--- config.mk ---
export PLATFORM = sky130hd
export DESIGN_NAME = fnms_score
export DESIGN_NICKNAME = d
export VERILOG_FILES = /design/src/hdl/frame_nearest_to_mean_select_top_assert.svh /design/src/hdl/fnms_pkg.sv /design/src/hdl/fnms_score.sv
export SDC_FILE = /design/constraint.sdc
export NUM_CORES = 1
export LEC_CHECK = 0
export ABC_AREA = 1
export BUFFER_PORTS_ARGS = -buffer_cell sky130_fd_sc_hd__buf_2
export CELL_PAD_IN_SITES_DETAIL_PLACEMENT = 1
export CELL_PAD_IN_SITES_GLOBAL_PLACEMENT = 1
export CORE_MARGIN = 3
export CORE_UTILIZATION = 40
export DETAILED_ROUTE_END_ITERATION = 8
export PLACE_DENSITY_LB_ADDON = 0.1
export SYNTH_ARGS = -nofsm -noshare
export SYNTH_HDL_FRONTEND = slang
export SYNTH_SLANG_ARGS = --single-unit
--- constraint.sdc ---
create_clock -name clk -period 2.95 [get_ports clk]
set_clock_uncertainty 0.1 [all_clocks]
set_input_delay 0.295 -clock clk [delete_from_list [all_inputs] [get_ports clk]]
set_output_delay 0.295 -clock clk [all_outputs]
set_load 0.1 [all_outputs]
--- src/hdl/frame_nearest_to_mean_select_top_assert.svh ---
// ----------------------------------------------------------------------------
// Assertion macros for frame nearest to mean select
// Implication checks clocked on clk and disabled while arst_n is low.
// ----------------------------------------------------------------------------
`ifndef FRAME_NEAREST_TO_MEAN_SELECT_TOP_ASSERT_SVH
`define FRAME_NEAREST_TO_MEAN_SELECT_TOP_ASSERT_SVH

`ifndef SYNTHESIS
// same-cycle implication
`define FNMS_ASSERT_IMP(lbl, ante, cons) \
	lbl: assert property (@(posedge clk) disable iff (!arst_n) (ante) |-> (cons)) \
		else $error("frame_nearest_to_mean_select_top: check failed");
// next-cycle implication
`define FNMS_ASSERT_NXT(lbl, ante, cons) \
	lbl: assert property (@(posedge clk) disable iff (!arst_n) (ante) |=> (cons)) \
		else $error("frame_nearest_to_mean_select_top: check failed");
`else
`define FNMS_ASSERT_IMP(lbl, ante, cons)
`define FNMS_ASSERT_NXT(lbl, ante, cons)
`endif

`endif

--- src/hdl/fnms_pkg.sv ---
// ----------------------------------------------------------------------------
// fnms_pkg
// Shared widths and control bundles of the frame nearest to mean selector.
// ----------------------------------------------------------------------------
package fnms_pkg;

	localparam int SAMPLE_W    = 8;
	localparam int DIST_W      = 18;
	localparam int FRAME_OUT_W = 2;
	localparam int TDATA_IN_W  = 8;
	localparam int TDATA_OUT_W = 24;

	localparam logic [DIST_W-1:0] DIST_MAX = '1;

	// one scoring read issued toward the score datapath
	typedef struct packed {
		logic valid;
		logic frame_last;
		logic set_last;
	} score_ctl_t;

	// winner of the last scoring pass
	typedef struct packed {
		logic                   ready;
		logic [FRAME_OUT_W-1:0] frame;
		logic [DIST_W-1:0]      distance;
	} score_res_t;

endpackage

--- src/hdl/fnms_score.sv ---
// ----------------------------------------------------------------------------
// fnms_score
// Scoring datapath: scaled absolute difference, saturating frame total and
// running minimum over frames.
// ----------------------------------------------------------------------------
module fnms_score #(
	parameter int FRAMES = 3,
	parameter int SW     = 10
) (
	input  logic                  clk,
	input  logic                  arst_n,
	input  fnms_pkg::score_ctl_t  ctl,
	input  logic [7:0]            sample_rd,
	input  logic [SW-1:0]         sum_rd,
	input  logic                  take,
	output fnms_pkg::score_res_t  res
);
	import fnms_pkg::*;

	localparam int FCW = $clog2(FRAMES);

	score_ctl_t        ctl_s1;
	score_ctl_t        ctl_s2;
	logic [SW-1:0]     diff_s2;
	logic [SW-1:0]     scaled;
	logic [SW-1:0]     diff;
	logic [DIST_W-1:0] acc_q;
	logic [DIST_W:0]   sum_ext;
	logic [DIST_W-1:0] acc_sat;
	logic [FCW-1:0]    frame_q;
	logic [FCW-1:0]    best_frame_q;
	logic [DIST_W-1:0] best_dist_q;
	logic              ready_q;
	logic [FCW+1:0]    frame_ext;

	assign scaled  = SW'(FRAMES) * SW'(sample_rd);
	assign diff    = (scaled >= sum_rd) ? (scaled - sum_rd) : (sum_rd - scaled);
	assign sum_ext = {1'b0, acc_q} + (DIST_W+1)'(diff_s2);
	assign acc_sat = (sum_ext > {1'b0, DIST_MAX}) ? DIST_MAX : sum_ext[DIST_W-1:0];

	always_ff @(posedge clk or negedge arst_n) begin
		if (!arst_n) begin
			ctl_s1       <= '0;
			ctl_s2       <= '0;
			acc_q        <= '0;
			frame_q      <= '0;
			best_frame_q <= '0;
			best_dist_q  <= '0;
			ready_q      <= 1'b0;
		end else begin
			ctl_s1 <= ctl;
			ctl_s2 <= ctl_s1;
			if (take) begin
				ready_q <= 1'b0;
			end
			if (ctl_s2.valid) begin
				if (ctl_s2.frame_last) begin
					// first frame always seeds the minimum; ties keep the earlier frame
					if (frame_q == '0 || acc_sat < best_dist_q) begin
						best_dist_q  <= acc_sat;
						best_frame_q <= frame_q;
					end
					acc_q   <= '0;
					frame_q <= ctl_s2.set_last ? '0 : frame_q + 1'b1;
					if (ctl_s2.set_last) begin
						ready_q <= 1'b1;
					end
				end else begin
					acc_q <= acc_sat;
				end
			end
		end
	end

	always_ff @(posedge clk) begin
		diff_s2 <= diff;
	end

	assign frame_ext    = {2'b00, best_frame_q};
	assign res.ready    = ready_q;
	assign res.frame    = frame_ext[FRAME_OUT_W-1:0];
	assign res.distance = best_dist_q;

endmodule

==> impl_metrics.yaml <==
timing:
  setup_viol: 20
  timing.max_slew.rel_slack: 0.538
  worst_pin_slew_ns: 0.693
  peak_clock_frequency_supported_by_timing_mhz: 289
  rsz_0062_raised_after_global_routing: "true"
  hold_viol: 0
  finalCritPeriodShare: 1.17
  fin_crit_ns: 3.46
  maxSlewViolCount: 0
  worst_slack_ns: -0.514
  timing.setup.tns_ns: -10.09
logic_synthesis:
  synth_seq_area_share: 0.315
  synth_warnings: 0
  synth_cell_types: 36
  synthesis.instances: 580
  synth_top_cell_area_share: 0.269
  largest_cells_by_area_after_synthesis: "sky130_fd_sc_hd__dfrtp_1, sky130_fd_sc_hd__ha_1, sky130_fd_sc_hd__nand2_1"
  syn-cell-area_sq_um: 4370
  synth_seq_cells: 57
  syn_area_per_cell_sq_um: 7.53
  postSynthNetCount: 663
  synth_largest_area_cell: "sky130_fd_sc_hd__dfrtp_1"
final_layout:
  syn2layout_area_growth_pct: 43.0
  num_antenna_cells: 0
  most_frequent_standard_cell_in_the_layout_excluding_fill_and_tap_cells: "sky130_fd_sc_hd__nand2_1"
  multi_input_area_sq_um: 3080
  final_nets: 809
  fill_cells: 1277
  layout-drive-gt1-share: 0.358
  layoutNonFillerInstCount: 866
  final_util: 0.597
  sequential_cell_area_sq_um: 1380
  layout_common_cells: "sky130_fd_sc_hd__nand2_1, sky130_fd_sc_hd__buf_4, sky130_fd_sc_hd__inv_1"
power_and_ir_drop:
  power_frac_comb: 0.716
  power.switching_mw: 3.26
  power.internal_mw: 3.37
  powerDensity_nw_per_um2: 1060
  power.leakage_nw: 3.28
  totalPowerFinal_mw: 6.63
  power.ir.vdd_worst_mv: 0.721
  proportion_of_power_drawn_by_the_clock_network: 0.104
  power.share.switching: 0.492
  seqPwrFrac: 0.179
placed_design:
  io_buffers: 44
  place.gp.congestion: 0.903
  dp_worst_setup_slack_ns: -0.544
  place_inst: 828
  dpl.hpwl_microns: 11000
floorplanning:
  floorplan.initialDensity: 0.417
  die_area_sq_um: 12200
  dieHeight_microns: 111
  fp.coreArea_sq_um: 10500
  row_count: 37
  floorplan.die.width_microns: 111
  num_io_pins: 45
worst_setup_path:
  critical_path.reg2reg.endpoint: "best_dist_q[14]"
  critical_path.reg2reg.startpoint: "acc_q[6]"
  worstPathMaxFanout: 7
  critical_path_arrival_ns: 3.61
  cp-start-kind: "flip-flop"
  critPathCaptureType: "flip-flop"
  ff2ff_setup_slack_ns: -0.51
  timing.reg2reg.worst_path_depth: 19
  worstSetupStartpoint: "acc_q[6]"
  timing.critical_path.required_ns: 3.10
  criticalPathCategory: "reg -> reg"
routing:
  drtAntennaViolNets: 0
  drtIter0Drc: 183
  first_pass_iters: 4
  via_count: 4461
  post_drt_via_cell_ratio: 5.15
  detail_route.wl_per_cell_microns: 17.0
  final_wirelength_microns: 14700
  drt_drc_violations_left: 0
min_path:
  worst_hold_startpoint: "take"
  min_delay_path_depth: 2
  min_to: "ready_q"
  hold_path.class: "in -> reg"
cts:
  cts_tree: "built"
  cts-root-to-sink-buffers: 2
  root_buffer: "sky130_fd_sc_hd__clkbuf_8"
  ctsHtreeMaxLevel: 3
  clk_sinks: 57
  cts.clk_slew.worst_paths_ns: 0.07
  cts_made_buffers: 9
  worst_skew_pair.late_latency_ns: 0.35
grt:
  wire_length_of_the_first_global_routing_pass_microns: 23800
  grt_max_degree: 27
  grt_overflow_total: 0
  initial_antenna_violation_count: 0
  vias_in_the_first_global_route: 4921
  grt_usage: 0.237
status:
  violations_in_the_final_reports: "negative setup slack"
  run_status: "complete, but fails checks"
job:
  maxCapViolCount: 0
stage by stage:
step	cell area [sq um]	hold WS [ns]
2_1_floorplan	4450	-0.101
3_3_place_gp	5410	0.232
3_5_place_dp	5410	0.240
4_1_cts	5960	0.0257
5_1_grt	6250	0.0334
6_report	6250	0.0386
kinds of logic (layout without fill, tap and decap cells):
group | after synthesis | count (layout) | share of synthesized area
compound gates | 100 | 100 | 0.131
flops | 57 | 57 | 0.315
simple gates | 229 | 229 | 0.219
buf+inv | 102 | 252 | 0.0931
fa+ha+maj | 59 | 59 | 0.176
xor+xnor | 33 | 33 | 0.0662
layout make-up:
type | instances | area share
multi-input combinational | 421 | 0.494
sequential | 57 | 0.220
timing repair buffer | 152 | 0.178
inverter | 85 | 0.0517
tap | 136 | 0.0272
clock buffer | 13 | 0.0270
clock inverter | 2 | 0.00200
Yosys cell counts:
cell,instances
sky130_fd_sc_hd__a31oi_1,1
sky130_fd_sc_hd__a221oi_1,3
sky130_fd_sc_hd__o21a_1,2
sky130_fd_sc_hd__clkinv_1,2
sky130_fd_sc_hd__nor2_1,24
sky130_fd_sc_hd__nand2_1,148
sky130_fd_sc_hd__o21bai_1,5
sky130_fd_sc_hd__o221ai_1,1
sky130_fd_sc_hd__a21o_1,3
sky130_fd_sc_hd__xor2_1,24
sky130_fd_sc_hd__buf_6,2
sky130_fd_sc_hd__o21ai_1,4
sky130_fd_sc_hd__inv_1,80
sky130_fd_sc_hd__or2_2,1
sky130_fd_sc_hd__ha_1,55
sky130_fd_sc_hd__dfxtp_1,10
sky130_fd_sc_hd__a22o_1,7
sky130_fd_sc_hd__buf_2,4
sky130_fd_sc_hd__nand2_2,4
sky130_fd_sc_hd__nand3_2,2
sky130_fd_sc_hd__and3_1,1
sky130_fd_sc_hd__inv_2,3
sky130_fd_sc_hd__nand4_1,5
sky130_fd_sc_hd__o211ai_1,1
sky130_fd_sc_hd__nor3_1,3
sky130_fd_sc_hd__buf_1,1
sky130_fd_sc_hd__nor4_1,1
sky130_fd_sc_hd__dfrtp_1,47
sky130_fd_sc_hd__nand3_1,40
sky130_fd_sc_hd__fa_1,4
sky130_fd_sc_hd__o21ai_0,32
sky130_fd_sc_hd__clkbuf_1,9
sky130_fd_sc_hd__a21oi_1,40
sky130_fd_sc_hd__o22ai_1,1
sky130_fd_sc_hd__buf_4,1
sky130_fd_sc_hd__xnor2_1,9
worst max path at each step:
| stage | endpoint | slack [ns] | depth (start not counted) |
|---|---|---|---|
| 2_1_floorplan | best_dist_q[10] | -0.004 | 18 |
| 3_3_place_gp | best_dist_q[12] | -0.47 | 22 |
| 3_5_place_dp | best_dist_q[14] | -0.54 | 22 |
| 4_1_cts | best_dist_q[10] | -0.31 | 23 |
| 5_1_grt | best_dist_q[10] | -0.72 | 20 |
| 6_report | best_dist_q[14] | -0.51 | 19 |
layer usage:
| metal | global-route usage | wire length (microns) |
|---|---|---|
| met1 | 0.271 | 6150 |
| met2 | 0.443 | 7780 |
| met3 | 0.0395 | 435 |
| met5 | 0 | 0 |
| met4 | 0.0780 | 344 |
timing repair:
| action | in CTS | in global routing |
|---|---|---|
| hold buffers | 4 | 0 |
| gates resized for setup | 59 | 59 |
| cloned | 0 | 1 |
| setup endpoints to repair | 29 | 29 |
| pin swaps | 18 | 45 |
| hold endpoints to repair | 28 | 0 |
| buffers inserted | 10 | 8 |
power by group through the flow:
stage / combinational, mW / clock (mW) / sequential [mW]
5_1_grt: 5.18 / 0.743 / 1.22
4_1_cts: 4.46 / 0.706 / 1.19
3_3_place_gp: 3.97 / 0 / 1.18
3_5_place_dp: 4.10 / 0 / 1.19
2_1_floorplan: 1.96 / 0 / 1.76
6_report: 4.75 / 0.691 / 1.19
sequential cells by signal (all words and copies together), names as in the netlist:
register      count
diff_s2          10
ready_q           1
best_frame_q      2
acc_q            18
frame_q           2
ctl_s1            3
best_dist_q      18
ctl_s2            3
worst max-delay path, cell delays in order (launching register included):
cell,delay [ns]
sky130_fd_sc_hd__dfrtp_1,0.41
sky130_fd_sc_hd__ha_4,0.31
sky130_fd_sc_hd__nand2_1,0.14
sky130_fd_sc_hd__o21ai_2,0.19
sky130_fd_sc_hd__a21oi_2,0.06
sky130_fd_sc_hd__o21bai_1,0.22
sky130_fd_sc_hd__buf_4,0.16
sky130_fd_sc_hd__xor2_1,0.15
sky130_fd_sc_hd__nand2_1,0.13
sky130_fd_sc_hd__ha_4,0.24
sky130_fd_sc_hd__a21oi_2,0.14
sky130_fd_sc_hd__o21a_1,0.14
sky130_fd_sc_hd__o221ai_1,0.15
sky130_fd_sc_hd__a21oi_1,0.23
sky130_fd_sc_hd__nand2_2,0.10
sky130_fd_sc_hd__nand2_4,0.12
sky130_fd_sc_hd__nand2_4,0.08
sky130_fd_sc_hd__buf_6,0.16
sky130_fd_sc_hd__nand2_1,0.06
sky130_fd_sc_hd__nand2_1,0.05
Power figures use the tool's default switching activity.
