===== src/hdl/frame_nearest_to_mean_select_top_assert.svh =====
// ----------------------------------------------------------------------------
// Assertion macros for frame nearest to mean select
// Implication checks clocked on clk and disabled while arst_n is low.
// ----------------------------------------------------------------------------
`ifndef FRAME_NEAREST_TO_MEAN_SELECT_TOP_ASSERT_SVH
`define FRAME_NEAREST_TO_MEAN_SELECT_TOP_ASSERT_SVH

`ifndef SYNTHESIS
// same-cycle implication
`define FNMS_ASSERT_IMP(lbl, ante, cons) \
	lbl: assert property (@(posedge clk) disable iff (!arst_n) (ante) |-> (cons)) \
		else $error("frame_nearest_to_mean_select_top: check failed");
// next-cycle implication
`define FNMS_ASSERT_NXT(lbl, ante, cons) \
	lbl: assert property (@(posedge clk) disable iff (!arst_n) (ante) |=> (cons)) \
		else $error("frame_nearest_to_mean_select_top: check failed");
`else
`define FNMS_ASSERT_IMP(lbl, ante, cons)
`define FNMS_ASSERT_NXT(lbl, ante, cons)
`endif

`endif


===== src/hdl/fnms_ram.sv =====
// ----------------------------------------------------------------------------
// fnms_ram
// Simple dual-port RAM: one write port, one read port with registered data.
// ----------------------------------------------------------------------------
module fnms_ram #(
	parameter int WIDTH = 8,
	parameter int DEPTH = 64,
	parameter int AW    = (DEPTH > 1) ? $clog2(DEPTH) : 1
) (
	input  logic             clk,
	input  logic             we,
	input  logic [AW-1:0]    waddr,
	input  logic [WIDTH-1:0] wdata,
	input  logic [AW-1:0]    raddr,
	output logic [WIDTH-1:0] rdata
);

	logic [WIDTH-1:0] mem [DEPTH];

	always_ff @(posedge clk) begin
		if (we) begin
			mem[waddr] <= wdata;
		end
		rdata <= mem[raddr];
	end

endmodule


===== config.mk =====
export PLATFORM = sky130hd
export DESIGN_NAME = fnms_ram
export DESIGN_NICKNAME = d
export VERILOG_FILES = /design/src/hdl/frame_nearest_to_mean_select_top_assert.svh /design/src/hdl/fnms_ram.sv
export SDC_FILE = /design/constraint.sdc
export NUM_CORES = 1
export LEC_CHECK = 0
export BUFFER_PORTS_ARGS = -buffer_cell sky130_fd_sc_hd__buf_2
export CORE_MARGIN = 4
export CORE_UTILIZATION = 62
export CTS_CLUSTER_DIAMETER = 80
export DETAILED_ROUTE_END_ITERATION = 12
export PLACE_DENSITY = 0.88
export SETUP_SLACK_MARGIN = 0.1
export SLEW_MARGIN = 20
export SYNTH_ARGS = -nofsm -noshare
export SYNTH_HDL_FRONTEND = slang
export SYNTH_SLANG_ARGS = --single-unit

===== constraint.sdc =====
create_clock -name clk -period 2.3 [get_ports clk]
set_clock_uncertainty 0.05 [all_clocks]
set_input_delay 0.115 -clock clk [delete_from_list [all_inputs] [get_ports clk]]
set_output_delay 0.115 -clock clk [all_outputs]
set_load 0.01 [all_outputs]

==> results.sh, run 1 <==
export IMPL_fmax_mhz=462
export IMPL_p_per_area_mw_per_mm2=860
export IMPL_rows=65
export IMPL_power_frac_comb=0.054
export IMPL_boundaryPins=30
export IMPL_synth_seq_cells=520
export IMPL_vdd_ir_drop_worst_mv=0.783
export IMPL_yosysWarnings=0
export IMPL_timing_rr_end="rdata[6]"
export IMPL_cts_buffer_depth=3
export IMPL_yosys_cell_types_count=40
export IMPL_port_buffers=29
export IMPL_max_stage_delay_ps=500
export IMPL_clk_pin_slew_worst_paths_ps=60
export IMPL_post_route_drc_count=0
export IMPL_cts_sinks=520
export IMPL_fin_crit_sh=0.941
export IMPL_hpwlAfterDp_um=28800
export IMPL_timing_rr_start="mem[29][6]"
export IMPL_via_per_inst=6.90
export IMPL_num_antenna_cells=0
export IMPL_ys_top_cells_by_area="edfxtp_1 (76%), mux4_2 (14%), nor2_1 (1.5%)"
export IMPL_drt_iter0_markers=1656
export IMPL_synthMostInstantiatedCell="edfxtp_1"
export IMPL_grt_max_degree=65
export IMPL_final_hold_viol_count=0
export IMPL_htreeDepth=2
export IMPL_die_width_um=188
export IMPL_synthDominantCellAreaShare=0.762
export IMPL_p_clk_frac=0.422
export IMPL_gp_congestion=0.880
export IMPL_sw_frac_of_total=0.207
export IMPL_setup_viol=0
export IMPL_finalPower_mw=20.1
export IMPL_maxCapViolCount=0
export IMPL_start_kind="register"
export IMPL_startpoint="mem[29][6]"
export IMPL_tightest_slew_ps=920
export IMPL_synth_edff_count=512
export IMPL_antenna_found_initial=1
export IMPL_drtPass1Iterations=6
export IMPL_synth_area_per_cell_um2=21.5
export IMPL_final_max_slew_violation_count=0
export IMPL_syn_nets=962
export IMPL_leakage_nw=7.57
export IMPL_async_flop_share=0
export IMPL_drt_total_wl_um=50100
export IMPL_cts_tree="yes"
export IMPL_critical_path_class="reg -> reg"
export IMPL_numCtsBuffers=50
export IMPL_status="finished, final reports clean"
export IMPL_clock_latency_ps=560
export IMPL_synth_cells=940
export IMPL_crit_chain="mux4_2 -> mux2_2 -> o221a_2 -> nor3_2 -> o32ai_1"
export IMPL_r2r_slack_ps=140
export IMPL_yosys_area_top_type="edfxtp_1"
export IMPL_hp_class="in -> reg"
export IMPL_crit_cells=5
export IMPL_cp_max_fo=1
export IMPL_grt_pass1_wl_um=74900
export IMPL_holdWs_ps=12.0
export IMPL_drive_gt1_frac=0.326
export IMPL_crit_arrival_ps=2540
export IMPL_p_int_mw=15.9
export IMPL_die_area_mm2=0.0355
export IMPL_synth_ff_type="edfxtp_1"
export IMPL_p_seq_frac=0.525
export IMPL_die_h_um=188
export IMPL_nets=1113
export IMPL_crit_family="multiplexers"
export IMPL_rsz0062_at_grt="false"
export IMPL_cp_end_kind="register"
export IMPL_switchingPower_mw=4.14
export IMPL_cts_root_buf="clkbuf_16"
export IMPL_grt_util_all_layers=0.288
export IMPL_fillers=1620
export IMPL_core_area_mm2=0.0318
export IMPL_first_global_vias=11200
export IMPL_seq_area_frac_synth=0.770
export IMPL_endpoint="rdata[6]"
export IMPL_maxSlewHeadroom=0.386
export IMPL_synth_commonest_cells="edfxtp_1 (512), mux4_2 (126), nor2_1 (83)"
export IMPL_wire_per_inst_um=32.0
export IMPL_vias=10800
export IMPL_start_util=0.634
export IMPL_cp_slowest_cell="mux4_2"
export IMPL_post_cts_buffers=0
export IMPL_reg2reg_depth=5
export IMPL_overflow=0
export IMPL_final_min_clock_period_ps=2160
export IMPL_cp_required_ps=2670
export IMPL_netlist_area_mm2=0.0202
export IMPL_crit_buf_inv=0
export IMPL_synthToLayoutAreaGrowth_pct=15.6
export IMPL_ant_nets=0
## stage by stage
stage	utilization	instances	setup TNS [ps]	cell area (um^2)	setup slack [ps]
final	0.733	1567	0	23300	137
after global routing	0.733	1567	0	23300	135
after CTS	0.733	1567	0	23300	116
after detailed placement	0.679	1472	-258	21600	-167
after global placement	0.679	1472	-71.9	21600	-71.9
after floorplan	-	940	0	20200	467
## worst reg2reg max path: cells and delay by family (launching register included)
family	cells	cell delay, ps
and+or+nand+nor	1	340
AOI/OAI and AO/OA	2	450
muxes	2	790
DFF	1	400
## worst min path at each step
stage	startpoint	to	cells after the start
6_report	wdata[0]	mem[44][0]	1
3_5_place_dp	rdata[6]	rdata[6]	1
4_1_cts	wdata[0]	mem[41][0]	1
2_1_floorplan	wdata[0]	mem[0][0]	0
5_1_grt	wdata[0]	mem[43][0]	1
3_3_place_gp	rdata[2]	rdata[2]	1
## per-layer routing
metal | global-route usage | vias to the layer above | routed length [um]
met4 | 0.0984 | 2 | 2210
met3 | 0.0539 | 172 | 5730
met5 | 0 | - | 11
met1 | 0.394 | 5512 | 16800
li1 | - | 4224 | -
met2 | 0.479 | 896 | 25400
## repair_timing
item | CTS | global route
hold endpoints to repair | 14 | 0
gates cloned | 0 | 0
resized for setup | 1 | 1
hold buffers | 2 | 0
endpoints found under the setup margin | 1 | 1
## state kept, by name, indices dropped and copies added, names as in the netlist
signal,cells
rdata,8
mem,512
## logic make-up (layout without fill, tap and decap cells)
kind of cell,after synthesis,in the layout,share of synthesized area
buffers and inverters,51,243,0.0157
AND/OR/NAND/NOR,153,153,0.0339
flip-flops,520,520,0.770
multiplexers,162,162,0.159
AO/OA/AOI/OAI,54,54,0.0207
## cell usage in the layout (no fill, tap or decap), drive strengths merged, types with 8 or more instances in the layout
cell type / instances
o221ai: 8
buf: 147
nor2b: 14
edfxtp: 512
nand2: 19
clkinv: 17
mux4: 126
o22ai: 8
clkbuf: 65
mux2: 13
nand3: 13
nor2: 83
dfxtp: 8
mux2i: 23
## power groups by stage
stage	combinational [mW]	sequential, mW	clock (mW)
3_3_place_gp	0.985	10.7	0
6_report	1.08	10.5	8.45
3_5_place_dp	1.03	10.7	0
2_1_floorplan	0.559	10.7	0
5_1_grt	1.13	10.5	8.90
4_1_cts	1.06	10.5	8.50
## final cells by class
| class | count | area (um^2) | share of cell area |
|---|---|---|---|
| Tap cell | 435 | 544 | 0.0233 |
| Timing Repair Buffer | 150 | 1210 | 0.0519 |
| Clock buffer | 64 | 1370 | 0.0585 |
| Multi-Input combinational cell | 369 | 4320 | 0.185 |
| Sequential cell | 520 | 15500 | 0.666 |
| Clock inverter | 29 | 343 | 0.0147 |
(Power assumes the default switching activity.)
==> inputs of run 2 (changes only) <==
CORE_UTILIZATION = 67   (was 62)
PLACE_DENSITY = 0.93   (was 0.88)
clock period = 2.5 ns   (was 2.3 ns; I/O delays follow)
==> run 2 against run 1 <==
Against the previous run:
- hold slack better by 50 ps
- clock power is 16% lower
- total power is 11% lower
- routed wire length is 2.1% higher
- critical path depth is 3 higher
- non-clock buffer count is 10 lower
- core utilization is 4.1 points higher
==> results.sh, run 2 (synthesis gave the netlist of run 1 again) <==
export IMPL_cp_max_fo=31
export IMPL_drt_total_wl_um=51200
export IMPL_maxCapViolCount=0
export IMPL_hpwlAfterDp_um=30500
export IMPL_r2r_slack_ps=300
export IMPL_fmax_mhz=452
export IMPL_cts_resized_gates=0
export IMPL_clk_pin_slew_worst_paths_ps=70
export IMPL_setup_viol=0
export IMPL_start_util=0.680
export IMPL_cp_required_ps=2920
export IMPL_timing_rr_start="mem[13][6]"
export IMPL_first_global_vias=11000
export IMPL_post_route_drc_count=0
export IMPL_reg2reg_depth=5
export IMPL_final_max_slew_violation_count=0
export IMPL_post_cts_buffers=0
export IMPL_vias=10900
export IMPL_largest_registers="mem x512, rdata x8"
export IMPL_vdd_ir_drop_worst_mv=0.514
export IMPL_numCtsBuffers=50
export IMPL_crit_arrival_ps=2630
export IMPL_tightest_slew_ps=1070
export IMPL_fillers=1404
export IMPL_drive_gt1_frac=0.304
export IMPL_ant_nets=0
export IMPL_die_h_um=181
export IMPL_wire_per_inst_um=33.9
export IMPL_via_per_inst=7.23
export IMPL_drtPass1Iterations=6
export IMPL_rsz0062_at_grt="false"
export IMPL_gp_congestion=0.877
export IMPL_rows=63
export IMPL_final_min_clock_period_ps=2210
export IMPL_grt_util_all_layers=0.317
export IMPL_cts_buffer_depth=3
export IMPL_status="finished, final reports clean"
export IMPL_fin_util=0.775
export IMPL_hold_buffers=4
export IMPL_cts_sinks=520
export IMPL_leakage_nw=7.42
export IMPL_drt_iter0_markers=2206
export IMPL_final_hold_viol_count=0
export IMPL_nets=1103
export IMPL_multi_input_area_mm2=0.00432
export IMPL_whs_endpoint="mem[48][7]"
export IMPL_port_buffers=29
export IMPL_min_from="waddr[2]"
export IMPL_grt_max_degree=65
export IMPL_cts_tree="yes"
export IMPL_synthToLayoutAreaGrowth_pct=13.9
export IMPL_maxSlewHeadroom=0.281
export IMPL_hp_class="in -> reg"
export IMPL_largest_register="mem"
export IMPL_cp_end_kind="register"
export IMPL_holdPathStages=2
export IMPL_core_area_mm2=0.0296
export IMPL_boundaryPins=30
export IMPL_clock_latency_ps=560
export IMPL_grt_pass1_wl_um=75800
export IMPL_crit_chain="clkbuf_8 -> buf_12 -> buf_4 -> mux4_2 -> nor2_1 -> nor4_1 -> nor3_1 -> o32ai_1"
export IMPL_p_per_area_mw_per_mm2=775
export IMPL_die_area_mm2=0.0329
export IMPL_setup_tns_ps=0
export IMPL_antenna_found_initial=1
export IMPL_max_stage_delay_ps=920
export IMPL_overflow=0
export IMPL_largest_reg_flops=512
export IMPL_cts_root_buf="clkbuf_16"
export IMPL_fin_crit_sh=0.885
export IMPL_final_common_cell="edfxtp_1"
export IMPL_htreeDepth=2
export IMPL_start_kind="input port"
export IMPL_die_width_um=181
export IMPL_cp_slowest_cell="nor4_1"
export IMPL_final_cell_mix="edfxtp_1 (512), mux4_2 (126), buf_4 (104)"
export IMPL_critical_path_class="in -> reg"
export IMPL_seq_area_mm2=0.0155
export IMPL_timing_rr_end="rdata[6]"
[run 2: layout make-up]
type,instances,share of cell area
antenna,1,0.000109
clock inverter,18,0.00507
clock buffer,73,0.0614
tap,390,0.0213
timing repair buffer,140,0.0477
sequential,520,0.677
multi-input combinational,369,0.188
[run 2: worst max-delay path, delay by kind of cell]
| kind | cells | cell delay [ps] |
|---|---|---|
| compound gates | 1 | 330 |
| buf+inv | 3 | 730 |
| mux | 1 | 220 |
| simple gates | 3 | 1180 |
[run 2: worst max-delay path by stage]
stage               depth (start not counted)  startpoint        to
floorplan                                   7    raddr[1]  rdata[3]
detailed placement                          7    raddr[0]  rdata[4]
finish                                      8    raddr[0]  rdata[6]
global placement                            7    raddr[0]  rdata[7]
global route                                4  mem[55][3]  rdata[3]
CTS                                         4  mem[46][0]  rdata[0]
[run 2: metal layers]
metal | track usage | share of wire
met5 | 0 | 0.00020
met4 | 0.122 | 0.055
met3 | 0.0699 | 0.13
met2 | 0.508 | 0.49
met1 | 0.441 | 0.33
[run 2: metrics by stage]
step	instance area [um^2]	setup WS, ps	hold WS, ps	instances	total power, mW
floorplan	20200	657	174	940	10.4
global route	23000	291	22.9	1510	18.3
finish	23000	286	62.4	1511	17.8
detailed placement	21400	63.2	526	1415	10.8
global placement	21400	172	506	1415	10.7
CTS	23000	402	12.3	1510	17.8
[run 2: where the power goes]
group	switching [mW]	internal (mW)
Sequential	0.0398	9.65
Combinational	0.604	0.374
Clock	3.11	4.01
==> inputs of run 3 (changes only) <==
CAP_MARGIN = 20   (was default)
CORE_UTILIZATION = 25   (was 67)
PLACE_DENSITY = 0.48   (was 0.93)
clock period = 2.05 ns   (was 2.5 ns; I/O delays follow)
==> run 3 against run 2 <==
Against the previous run:
- sequential power grew 22%
- hold slack gained 21 ps
- largest cell class unchanged
- sequential share of layout area shrank 4.7 points
- largest power group unchanged
- global-route usage shrank 20 points
- setup slack lost 210 ps
- via count shrank 8.3%
- cell area grew 7.4%
- non-clock buffer count grew 49
- critical path depth shrank 2
- register-to-register slack lost 220 ps
==> results.sh, run 3 (synthesis gave the netlist of run 1 again) <==
export IMPL_grt_pass1_wl_um=75100
export IMPL_final_hold_viol_count=0
export IMPL_antenna_found_initial=2
export IMPL_dp_slack_ps=-418
export IMPL_crit_family="multiplexers"
export IMPL_timing_rr_start="mem[21][6]"
export IMPL_holdPathStages=4
export IMPL_max_stage_delay_ps=480
export IMPL_status="finished, final reports clean"
export IMPL_cp_required_ps=2470
export IMPL_overflow=0
export IMPL_fin_util=0.310
export IMPL_rows=103
export IMPL_crit_buf_inv=1
export IMPL_boundaryPins=30
export IMPL_wire_per_inst_um=23.1
export IMPL_p_clk_frac=0.431
export IMPL_tightest_slew_ps=756
export IMPL_dp_cells=2119
export IMPL_vdd_ir_drop_worst_mv=0.657
export IMPL_holdWs_ps=83.0
export IMPL_drtPass1Iterations=5
export IMPL_critical_path_class="reg -> reg"
export IMPL_final_min_clock_period_ps=1970
export IMPL_port_buffers=29
export IMPL_ant_nets=0
export IMPL_post_cts_buffers=0
export IMPL_crit_arrival_ps=2390
export IMPL_reg2reg_depth=6
export IMPL_p_per_area_mw_per_mm2=936
export IMPL_final_max_slew_violation_count=0
export IMPL_largest_register="mem"
export IMPL_finalWorstSetupSlack_ps=78.3
export IMPL_grt_max_degree=65
export IMPL_via_per_inst=4.49
export IMPL_finalPower_mw=23.1
export IMPL_cp_max_fo=1
export IMPL_final_cell_mix="edfxtp_1 (512), buf_4 (136), mux4_2 (126)"
export IMPL_clk_pin_slew_worst_paths_ps=60
export IMPL_cts_buffer_depth=3
export IMPL_final_area_mm2=0.0247
export IMPL_crit_chain="mux4_2 -> mux2_4 -> o221a_4 -> nor3_4 -> buf_6 -> o32ai_1"
export IMPL_drt_total_wl_um=51500
export IMPL_hp_class="in -> reg"
export IMPL_p_seq_frac=0.512
export IMPL_maxCapViolCount=0
export IMPL_drive_gt1_frac=0.351
export IMPL_core_area_mm2=0.0795
export IMPL_cp_end_kind="register"
export IMPL_start_util=0.254
export IMPL_leakage_nw=7.87
export IMPL_die_h_um=292
export IMPL_largest_registers="mem x512, rdata x8"
export IMPL_crit_cells=6
export IMPL_maxSlewHeadroom=0.496
export IMPL_htreeDepth=2
export IMPL_num_antenna_cells=0
export IMPL_gp_congestion=0.806
export IMPL_drt_iter0_markers=886
export IMPL_grt_util_all_layers=0.120
export IMPL_fin_crit_sh=0.962
export IMPL_switchingPower_mw=4.85
export IMPL_vias=10000
export IMPL_power_frac_comb=0.057
export IMPL_timing_rr_end="rdata[6]"
export IMPL_hpwlAfterDp_um=33200
export IMPL_cts_sinks=520
export IMPL_cts_root_buf="clkbuf_16"
export IMPL_r2r_slack_ps=80
export IMPL_die_width_um=292
export IMPL_nets=1157
export IMPL_clock_latency_ps=610
export IMPL_setup_viol=0
export IMPL_post_route_drc_count=0
export IMPL_final_common_cell="edfxtp_1"
export IMPL_numCtsBuffers=55
export IMPL_synthToLayoutAreaGrowth_pct=22.3
export IMPL_min_from="waddr[2]"
export IMPL_fmax_mhz=507
export IMPL_die_area_mm2=0.0853
export IMPL_fillers=7623
export IMPL_sw_frac_of_total=0.210
export IMPL_first_global_vias=10400
export IMPL_largest_reg_flops=512
export IMPL_final_cells=2229
export IMPL_p_int_mw=18.2
export IMPL_cp_slowest_cell="mux4_2"
export IMPL_rsz0062_at_grt="true"
export IMPL_placed_cell_area_mm2=0.0227
export IMPL_cts_tree="yes"
export IMPL_start_kind="register"
export IMPL_setup_tns_ps=0
export IMPL_whs_endpoint="mem[54][0]"
==> run 3: cell count changes in the layout (fill, tap and decap cells not counted), sizes merged <==
cell	before	now
buf	135	179
clkinv	14	19
dlygate4sd3	4	9
bufinv	1	5
clkinvlp	0	2
inv	3	1
clkbuf	74	75
diode	1	0
==> run 3: area by class of cell <==
| cell class | count | area, um^2 | share of cell area |
|---|---|---|---|
| Clock inverter | 27 | 273 | 0.0111 |
| Timing Repair Buffer | 189 | 1590 | 0.0643 |
| Clock buffer | 74 | 1550 | 0.0628 |
| Sequential cell | 520 | 15500 | 0.630 |
| Multi-Input combinational cell | 369 | 4400 | 0.178 |
| Tap cell | 1050 | 1310 | 0.0533 |
==> run 3: how the worst max path moves through the flow <==
stage / from / end / slack [ps]
2_1_floorplan: raddr[1] / rdata[3] / 230
3_3_place_gp: raddr[0] / rdata[2] / -420
3_5_place_dp: raddr[0] / rdata[2] / -420
4_1_cts: mem[21][6] / rdata[6] / 10
5_1_grt: mem[21][6] / rdata[6] / 30
6_report: mem[21][6] / rdata[6] / 80
==> run 3: timing repair <==
item	CTS	global route
setup endpoints to repair	6	8
hold buffers	9	0
endpoints found under the hold margin	269	0
gates resized for setup	9	11
pin swaps	1	2
==> run 3: metal layers <==
layer | share of wire | global-route usage | up-vias | wire [um]
met5 | 0.00021 | 0 | - | 11
met4 | 0.017 | 0.0286 | 2 | 897
met3 | 0.058 | 0.0235 | 63 | 2970
met2 | 0.45 | 0.182 | 279 | 23300
met1 | 0.47 | 0.177 | 5344 | 24300
li1 | - | - | 4324 | -
==> run 3: power groups by stage <==
stage / Combinational [mW] / Clock, mW / Sequential [mW]
floorplan: 0.627 / 0 / 12.0
global placement: 1.29 / 0 / 12.0
finish: 1.32 / 9.95 / 11.8
global route: 1.42 / 10.7 / 11.8
CTS: 1.33 / 10.2 / 11.8
detailed placement: 1.31 / 0 / 12.0
==> run 3: worst register-to-register path, cell delays in order, from the launching register on <==
cell,delay (ps)
edfxtp_1,370
mux4_2,480
mux2_4,300
o221a_4,270
nor3_4,180
buf_6,130
o32ai_1,80
